===== config.mk =====
export PLATFORM = sky130hd
export DESIGN_NAME = dns_message_stream_parser
export DESIGN_NICKNAME = d
export VERILOG_FILES = /design/src/hw/rtl/dmsp_pkg.sv /design/src/hw/rtl/dns_message_stream_parser.sv
export SDC_FILE = /design/constraint.sdc
export NUM_CORES = 1
export LEC_CHECK = 0
export ABC_AREA = 1
export ABC_CLOCK_PERIOD_IN_PS = 3200
export BUFFER_PORTS_ARGS = -buffer_cell sky130_fd_sc_hd__buf_2
export CAP_MARGIN = 25
export CORE_UTILIZATION = 35
export CTS_CLUSTER_SIZE = 25
export DETAILED_ROUTE_END_ITERATION = 10
export MAX_ROUTING_LAYER = met4
export PLACE_DENSITY_LB_ADDON = 0.05
export SLEW_MARGIN = 10
export SYNTH_ARGS = -nofsm -noshare
export SYNTH_HDL_FRONTEND = slang
export SYNTH_SLANG_ARGS = --single-unit

===== constraint.sdc =====
create_clock -name clk -period 3.2 [get_ports clk]
set_input_delay 0.64 -clock clk [delete_from_list [all_inputs] [get_ports clk]]
set_output_delay 0.64 -clock clk [all_outputs]
set_load 0.03 [all_outputs]

===== src/hw/rtl/dmsp_pkg.sv =====
// ----------------------------------------------------------------------------
// dmsp_pkg
// Shared constants of the DNS message stream parser: section and field codes
// and the bound on the length of a name.
// ----------------------------------------------------------------------------
package dmsp_pkg;

  localparam int unsigned NameMax  = 256;
  localparam int unsigned NameLenW = 9;

  localparam logic [2:0] SEC_HEADER     = 3'd0;
  localparam logic [2:0] SEC_QUESTION   = 3'd1;
  localparam logic [2:0] SEC_ANSWER     = 3'd2;
  localparam logic [2:0] SEC_AUTHORITY  = 3'd3;
  localparam logic [2:0] SEC_ADDITIONAL = 3'd4;
  localparam logic [2:0] SEC_TRAILING   = 3'd5;

  localparam logic [3:0] KIND_ID        = 4'd0;
  localparam logic [3:0] KIND_FLAGS     = 4'd1;
  localparam logic [3:0] KIND_QDCOUNT   = 4'd2;
  localparam logic [3:0] KIND_ANCOUNT   = 4'd3;
  localparam logic [3:0] KIND_NSCOUNT   = 4'd4;
  localparam logic [3:0] KIND_ARCOUNT   = 4'd5;
  localparam logic [3:0] KIND_LABEL_LEN = 4'd6;
  localparam logic [3:0] KIND_LABEL_CHR = 4'd7;
  localparam logic [3:0] KIND_POINTER   = 4'd8;
  localparam logic [3:0] KIND_NAME_END  = 4'd9;
  localparam logic [3:0] KIND_TYPE      = 4'd10;
  localparam logic [3:0] KIND_CLASS     = 4'd11;
  localparam logic [3:0] KIND_TTL       = 4'd12;
  localparam logic [3:0] KIND_RDLENGTH  = 4'd13;
  localparam logic [3:0] KIND_RDATA     = 4'd14;
  localparam logic [3:0] KIND_EXTRA     = 4'd15;

endpackage


===== src/hw/rtl/dns_message_stream_parser.sv =====
// ----------------------------------------------------------------------------
// dns_message_stream_parser
// The token for an accepted byte is written to the output register at the edge that accepts the byte.
// Throughput: one message byte per cycle; the only stall is a full output register.
// The whole parse step is one pass of logic from the phase registers to the output register.
// Reset (rst, synchronous) returns the parse to the header id and empties the output.
// ----------------------------------------------------------------------------
// Parses a DNS message one byte per word and emits one token per byte that
// names its section and field, with big-endian field values and the decoded
// flags word. Compression pointers end a name and are not followed.
// ----------------------------------------------------------------------------
module dns_message_stream_parser (
  input  logic        clk,
  input  logic        rst,
  input  logic        in_valid,
  output logic        in_stall,
  input  logic [7:0]  msg_byte,
  input  logic        msg_start,
  output logic        out_valid,
  input  logic        out_stall,
  output logic [2:0]  section,
  output logic [3:0]  field_kind,
  output logic [31:0] value,
  output logic        field_done,
  output logic        qr_flag,
  output logic [3:0]  op_code,
  output logic        aa_flag,
  output logic        tc_flag,
  output logic        rd_flag,
  output logic        ra_flag,
  output logic [3:0]  resp_code,
  output logic        name_overflow
);
  import dmsp_pkg::*;

  typedef enum logic [3:0] {
    PH_ID, PH_FLAGS, PH_QD, PH_AN, PH_NS, PH_AR, PH_NLEN, PH_NCHAR, PH_NPTR,
    PH_TYPE, PH_CLASS, PH_TTL, PH_RDLEN, PH_RDATA, PH_TRAIL
  } phase_t;

  localparam logic [15:0] OpcodeMask = 16'h7800;

  phase_t      parse_phase, parse_phase_next, ph;
  logic [1:0]  byte_in_field, byte_in_field_next, bif;
  logic [31:0] field_accum, field_accum_next, acc;
  logic [15:0] answers_left, answers_left_next, an_b;
  logic [15:0] authority_left, authority_left_next, ns_b;
  logic [15:0] additional_left, additional_left_next, ar_b;
  logic [15:0] rdata_left, rdata_left_next, rd_b;
  logic [7:0]  label_left, label_left_next, ll_b;
  logic [NameLenW-1:0] name_length, name_length_next, nl_b;
  logic [2:0]  cur_section, cur_section_next, cs_b;
  logic [15:0] flags_word, flags_word_next, fw_b;

  logic [2:0]  sec_res;
  logic [3:0]  kind_res;
  logic [31:0] val_res;
  logic        done_res;
  logic        in_name;
  logic        take;
  logic        take_done;
  logic        go_next;
  logic [31:0] acc_shift;
  logic [NameLenW:0] len_sum;
  logic        accept;

  assign in_stall = out_valid & out_stall;
  assign accept   = in_valid & ~in_stall;

  always_comb begin
    if (msg_start) begin
      ph = PH_ID;   bif = '0;  acc = '0;  an_b = '0;  ns_b = '0;  ar_b = '0;
      rd_b = '0;    ll_b = '0; nl_b = '0; cs_b = SEC_HEADER;       fw_b = '0;
    end else begin
      ph = parse_phase;       bif = byte_in_field;    acc = field_accum;
      an_b = answers_left;    ns_b = authority_left;  ar_b = additional_left;
      rd_b = rdata_left;      ll_b = label_left;      nl_b = name_length;
      cs_b = cur_section;     fw_b = flags_word;
    end

    parse_phase_next     = ph;
    byte_in_field_next   = bif;
    field_accum_next     = acc;
    answers_left_next    = an_b;
    authority_left_next  = ns_b;
    additional_left_next = ar_b;
    rdata_left_next      = rd_b;
    label_left_next      = ll_b;
    name_length_next     = nl_b;
    cur_section_next     = cs_b;
    flags_word_next      = fw_b;

    sec_res   = cs_b;
    kind_res  = KIND_EXTRA;
    val_res   = '0;
    done_res  = 1'b0;
    in_name   = 1'b0;
    take      = 1'b0;
    go_next   = 1'b0;
    len_sum   = '0;
    acc_shift = {acc[23:0], msg_byte};
    take_done = (ph == PH_TTL) ? (bif == 2'd3) : (bif != 2'd0);

    case (ph)
      PH_ID, PH_FLAGS, PH_QD, PH_AN, PH_NS, PH_AR: begin
        kind_res = 4'(ph);
        take     = 1'b1;
        if (take_done) begin
          case (ph)
            PH_FLAGS: flags_word_next      = acc_shift[15:0];
            PH_AN:    answers_left_next    = acc_shift[15:0];
            PH_NS:    authority_left_next  = acc_shift[15:0];
            PH_AR:    additional_left_next = acc_shift[15:0];
            default:  flags_word_next      = fw_b;
          endcase
          if (ph == PH_AR) begin
            cur_section_next = SEC_QUESTION;
            name_length_next = '0;
            label_left_next  = '0;
            parse_phase_next = PH_NLEN;
          end else begin
            parse_phase_next = phase_t'(4'(ph) + 4'd1);
          end
        end
      end
      PH_NLEN: begin
        in_name = 1'b1;
        if (msg_byte[7:6] == 2'b11) begin
          kind_res           = KIND_POINTER;
          field_accum_next   = {26'd0, msg_byte[5:0]};
          byte_in_field_next = 2'd1;
          val_res            = {26'd0, msg_byte[5:0]};
          parse_phase_next   = PH_NPTR;
        end else if (msg_byte == 8'd0) begin
          kind_res         = KIND_NAME_END;
          done_res         = 1'b1;
          parse_phase_next = PH_TYPE;
        end else begin
          kind_res         = KIND_LABEL_LEN;
          val_res          = {24'd0, msg_byte};
          done_res         = 1'b1;
          label_left_next  = msg_byte;
          len_sum          = {1'b0, nl_b} + {{(NameLenW - 7){1'b0}}, msg_byte}
                             + {{NameLenW{1'b0}}, 1'b1};
          name_length_next = len_sum[NameLenW] ? {NameLenW{1'b1}}
                                               : len_sum[NameLenW-1:0];
          parse_phase_next = PH_NCHAR;
        end
      end
      PH_NCHAR: begin
        in_name         = 1'b1;
        kind_res        = KIND_LABEL_CHR;
        val_res         = {24'd0, msg_byte};
        done_res        = 1'b1;
        label_left_next = ll_b - 8'd1;
        if (ll_b == 8'd1) begin
          parse_phase_next = PH_NLEN;
        end
      end
      PH_NPTR: begin
        in_name            = 1'b1;
        kind_res           = KIND_POINTER;
        val_res            = {18'd0, acc[5:0], msg_byte};
        done_res           = 1'b1;
        field_accum_next   = '0;
        byte_in_field_next = 2'd0;
        parse_phase_next   = PH_TYPE;
      end
      PH_TYPE: begin
        kind_res = KIND_TYPE;
        take     = 1'b1;
        if (take_done) begin
          parse_phase_next = PH_CLASS;
        end
      end
      PH_CLASS: begin
        kind_res = KIND_CLASS;
        take     = 1'b1;
        if (take_done) begin
          if (cs_b == SEC_QUESTION) begin
            go_next = 1'b1;
          end else begin
            parse_phase_next = PH_TTL;
          end
        end
      end
      PH_TTL: begin
        kind_res = KIND_TTL;
        take     = 1'b1;
        if (take_done) begin
          parse_phase_next = PH_RDLEN;
        end
      end
      PH_RDLEN: begin
        kind_res = KIND_RDLENGTH;
        take     = 1'b1;
        if (take_done) begin
          rdata_left_next = acc_shift[15:0];
          if (acc_shift[15:0] == 16'd0) begin
            go_next = 1'b1;
          end else begin
            parse_phase_next = PH_RDATA;
          end
        end
      end
      PH_RDATA: begin
        kind_res        = KIND_RDATA;
        val_res         = {24'd0, msg_byte};
        done_res        = 1'b1;
        rdata_left_next = rd_b - 16'd1;
        if (rd_b == 16'd1) begin
          go_next = 1'b1;
        end
      end
      default: begin
        sec_res          = SEC_TRAILING;
        cur_section_next = SEC_TRAILING;
        parse_phase_next = PH_TRAIL;
        kind_res         = KIND_EXTRA;
        val_res          = {24'd0, msg_byte};
        done_res         = 1'b1;
      end
    endcase

    if (take) begin
      val_res  = acc_shift;
      done_res = take_done;
      if (take_done) begin
        byte_in_field_next = 2'd0;
        field_accum_next   = '0;
      end else begin
        byte_in_field_next = bif + 2'd1;
        field_accum_next   = acc_shift;
      end
    end

    if (go_next) begin
      if (an_b != 16'd0) begin
        answers_left_next = an_b - 16'd1;
        cur_section_next  = SEC_ANSWER;
        parse_phase_next  = PH_NLEN;
      end else if (ns_b != 16'd0) begin
        authority_left_next = ns_b - 16'd1;
        cur_section_next    = SEC_AUTHORITY;
        parse_phase_next    = PH_NLEN;
      end else if (ar_b != 16'd0) begin
        additional_left_next = ar_b - 16'd1;
        cur_section_next     = SEC_ADDITIONAL;
        parse_phase_next     = PH_NLEN;
      end else begin
        cur_section_next = SEC_TRAILING;
        parse_phase_next = PH_TRAIL;
      end
      if (an_b != 16'd0 || ns_b != 16'd0 || ar_b != 16'd0) begin
        name_length_next   = '0;
        label_left_next    = '0;
        byte_in_field_next = 2'd0;
        field_accum_next   = '0;
      end
    end
  end

  always_ff @(posedge clk) begin
    if (rst) begin
      parse_phase     <= PH_ID;
      byte_in_field   <= '0;
      field_accum     <= '0;
      answers_left    <= '0;
      authority_left  <= '0;
      additional_left <= '0;
      rdata_left      <= '0;
      label_left      <= '0;
      name_length     <= '0;
      cur_section     <= SEC_HEADER;
      flags_word      <= '0;
      out_valid       <= 1'b0;
    end else begin
      out_valid <= accept | (out_valid & out_stall);
      if (accept) begin
        parse_phase     <= parse_phase_next;
        byte_in_field   <= byte_in_field_next;
        field_accum     <= field_accum_next;
        answers_left    <= answers_left_next;
        authority_left  <= authority_left_next;
        additional_left <= additional_left_next;
        rdata_left      <= rdata_left_next;
        label_left      <= label_left_next;
        name_length     <= name_length_next;
        cur_section     <= cur_section_next;
        flags_word      <= flags_word_next;
      end
    end
    if (accept) begin
      section       <= sec_res;
      field_kind    <= kind_res;
      value         <= val_res;
      field_done    <= done_res;
      qr_flag       <= flags_word_next[15];
      op_code       <= 4'((flags_word_next & OpcodeMask) >> 11);
      aa_flag       <= flags_word_next[10];
      tc_flag       <= flags_word_next[9];
      rd_flag       <= flags_word_next[8];
      ra_flag       <= flags_word_next[7];
      resp_code     <= flags_word_next[3:0];
      name_overflow <= in_name && (name_length_next > NameLenW'(NameMax));
    end
  end

endmodule


==> impl_metrics.env <==
export IMPL_netlist_top_cells_count="nand2_1, inv_1, nor2_1, a21oi_1, dfxtp_1"
export IMPL_pre_cts_ws_ns=-0.07198
export IMPL_final_area_mm2=0.01394
export IMPL_report_final_slew_viol_count=0
export IMPL_synth_edff_count=54
export IMPL_antenna_cells=0
export IMPL_worstPathRequired_ns=3.43
export IMPL_cts_sinks=182
export IMPL_synth_cells=1721
export IMPL_cp_max_fo=9
export IMPL_rows=66
export IMPL_clk_latency_ns=0.47
export IMPL_setup_ws_ns=0.3410
export IMPL_critPathKind="in2reg"
export IMPL_numCtsBuffers=17
export IMPL_worst_slew_pin_slew_ns=0.7976
export IMPL_core_area_mm2=0.03254
export IMPL_cts_resized=0
export IMPL_wl_um=41660
export IMPL_ir_worst_vdd_mv=0.4071
export IMPL_ys_flop_type="dfxtp_1"
export IMPL_cp_end_kind="flip-flop"
export IMPL_die_h_um=183.9
export IMPL_ioPinCount=69
export IMPL_synth_most_common_cell="nand2_1"
export IMPL_finalPower_mw=5.963
export IMPL_yosysTopAreaCell="dfxtp_1"
export IMPL_die_area_mm2=0.03380
export IMPL_drive_above_1_share=0.1669
export IMPL_initial_core_util=0.3558
export IMPL_root_buffer="clkbuf_16"
export IMPL_postCtsSetupBuffers=0
export IMPL_nNetsFinal=1906
export IMPL_syn_to_final_growth_pct=20.46
export IMPL_chipWidth_um=183.9
export IMPL_slowest_delay_ns=0.34
export IMPL_powerDensity_mw_per_mm2=427.7
export IMPL_firstDrtPassIters=5
export IMPL_grt_use_total=0.2607
export IMPL_hp_class="in2reg"
export IMPL_yosys_top_cells_area="dfxtp_1, edfxtp_1, nand2_1"
export IMPL_finalCriticalPeriod_ns=2.859
export IMPL_report_final_setup_viol=0
export IMPL_synth_top_area_frac=0.2214
export IMPL_outcome="complete, no violations"
export IMPL_fin_util=0.4285
export IMPL_finalCritPeriodShare=0.8934
export IMPL_syn_nets=1753
export IMPL_slew_headroom=0.4683
export IMPL_crit_top_cell="nor2_1"
export IMPL_grt_pass1_vias=11160
export IMPL_ys_warnings_count=0
export IMPL_synth_area_per_cell_um2=6.726
export IMPL_port_buffers=68
export IMPL_worstPathCellList="buf_2, buf_4, nor2_1, ha_1, a21oi_1, nor2_1, o21ai_0, nand3_1, nand2_1, nand3_1, o21ai_0, nand2_1, nor2_1, nor2_1"
export IMPL_crit_arrival_ns=3.08
export IMPL_hold_viol=0
export IMPL_netlist_area_mm2=0.01157
export IMPL_antenna_found_initial=1
export IMPL_yosysUniqueCellTypes=56
export IMPL_vias=11910
export IMPL_drc=0
export IMPL_ant_nets=0
export IMPL_startpoint_type="input pin"
export IMPL_fmax_mhz=349.8
export IMPL_grt_overflow=0
export IMPL_grt_pass1_wl_um=65190
export IMPL_critPathBufInv=2
export IMPL_gp_congestion=0.9429
export IMPL_power_leakage_nw=6.275
export IMPL_grt_start_max_net_pins=147
export IMPL_postPlaceCellArea_mm2=0.01334
export IMPL_cp_top_family="simple AND/OR/NAND/NOR gates"
export IMPL_clockBufferDepth=2
export IMPL_drt_iter0_drc=945
export IMPL_rsz0062_at_grt="no"
export IMPL_synth_seq_cells=182
export IMPL_wl_per_cell_um=17.89
export IMPL_vias_per_cell=5.116
export IMPL_skew_ns=0.01120
export IMPL_dp_hpwl_um=29930
export IMPL_clkSlewWorstSetupHoldPaths_ns=0.08
export IMPL_cts_tree="built"
export IMPL_cap_violations=0
export IMPL_crit_slowest_cell="ha_1"
export IMPL_h_tree_depth=4
export IMPL_cts_hold_buf=0
export IMPL_synth_seq_area_share=0.3615
export IMPL_rrSetupSlack_ns=0.46
export IMPL_async_flop_share=0
export IMPL_setup_tns_ns=0
==> state kept, by name, summed over array words and instances (netlist names), 2 cells and up <==
signal / cells
additional_left: 16
section: 3
label_left: 8
flags_word: 13
op_code: 4
parse_phase: 4
field_accum: 24
rdata_left: 16
answers_left: 16
resp_code: 4
value: 32
authority_left: 16
name_length: 9
byte_in_field: 2
field_kind: 4
cur_section: 3
==> placed cells by master (no fill, tap or decap), drive strengths merged, types with 2 or more instances in the layout <==
| master | n |
|---|---|
| a211oi | 2 |
| a21oi | 142 |
| a221oi | 2 |
| a31oi | 12 |
| a41oi | 3 |
| and3 | 2 |
| buf | 222 |
| clkbuf | 19 |
| clkinv | 9 |
| dfxtp | 128 |
| edfxtp | 54 |
| ha | 19 |
| inv | 211 |
| nand2 | 440 |
| nand3 | 111 |
| nand4 | 33 |
| nor2 | 193 |
| nor3 | 18 |
| nor4 | 2 |
| o2111ai | 2 |
| o211ai | 49 |
| o21ai | 137 |
| o221ai | 3 |
| o22ai | 17 |
| o31ai | 7 |
| or2 | 7 |
| xnor2 | 5 |
| xor2 | 26 |
==> worst reg2reg max path, stage by stage, from the launching register on <==
cell     delay, ns
dfxtp_1       0.37
inv_1         0.05
nor2_1        0.19
inv_1         0.12
ha_1          0.24
nand2_1       0.10
nor2_1        0.08
nor2_1        0.21
nand2_1       0.12
nand2_2       0.15
nand3_2       0.20
nand2_1       0.12
nand3_1       0.15
o21ai_0       0.21
nand2_1       0.07
nor2_1        0.09
nor2_1        0.05
==> cells by family (layout without fill, tap and decap cells) <==
family | Yosys count | after routing | share of synthesized area
adder cells (fa/ha/maj) | 19 | 19 | 0.02054
XOR/XNOR | 31 | 31 | 0.02346
AO/OA/AOI/OAI | 385 | 385 | 0.1885
flip-flops | 182 | 182 | 0.3615
AND/OR/NAND/NOR | 807 | 807 | 0.3010
buffers and inverters | 297 | 463 | 0.1050
==> layer usage <==
layer / global-route usage / wire, µm / vias to the layer above
met2: 0.3989 / 18780 / 240
met1: 0.3614 / 20730 / 5631
met3: 0.03209 / 1561 / 34
met4: 0.06733 / 582 / 0
met5: - / 0 / -
li1: - / - / 6009
==> per-stage QoR <==
stage / hold slack [ns] / std cells
2_1_floorplan: 0.4453 / 1721
3_3_place_gp: 0.4517 / 2296
3_5_place_dp: 0.4537 / 2296
4_1_cts: 0.4358 / 2328
5_1_grt: 0.4697 / 2329
6_report: 0.4419 / 2329
==> final cells by class <==
class / instances / area (µm²)
Clock buffer: 19 / 442.9
Timing Repair Buffer: 222 / 1644
Sequential cell: 182 / 4184
Clock inverter: 13 / 135.1
Multi-Input combinational cell: 1242 / 6193
Tap cell: 442 / 553.0
Inverter: 209 / 790.8
Fill cell: 3487 / 18590
==> power by group <==
group	total [mW]	switching (mW)	internal (mW)
sequential	2.54	0.0462	2.49
combinational	1.24	0.850	0.393
clock	2.18	1.06	1.12
total	5.96	1.96	4.01
==> final timing paths <==
path / startpoint / to / cells past startpoint
max: msg_start / name_overflow / 14
min: out_stall / out_valid / 3
max reg2reg: parse_phase[1] / name_overflow / 16
min reg2reg: answers_left[10] / answers_left[10] / 2
Power figures use the tool's default switching activity.
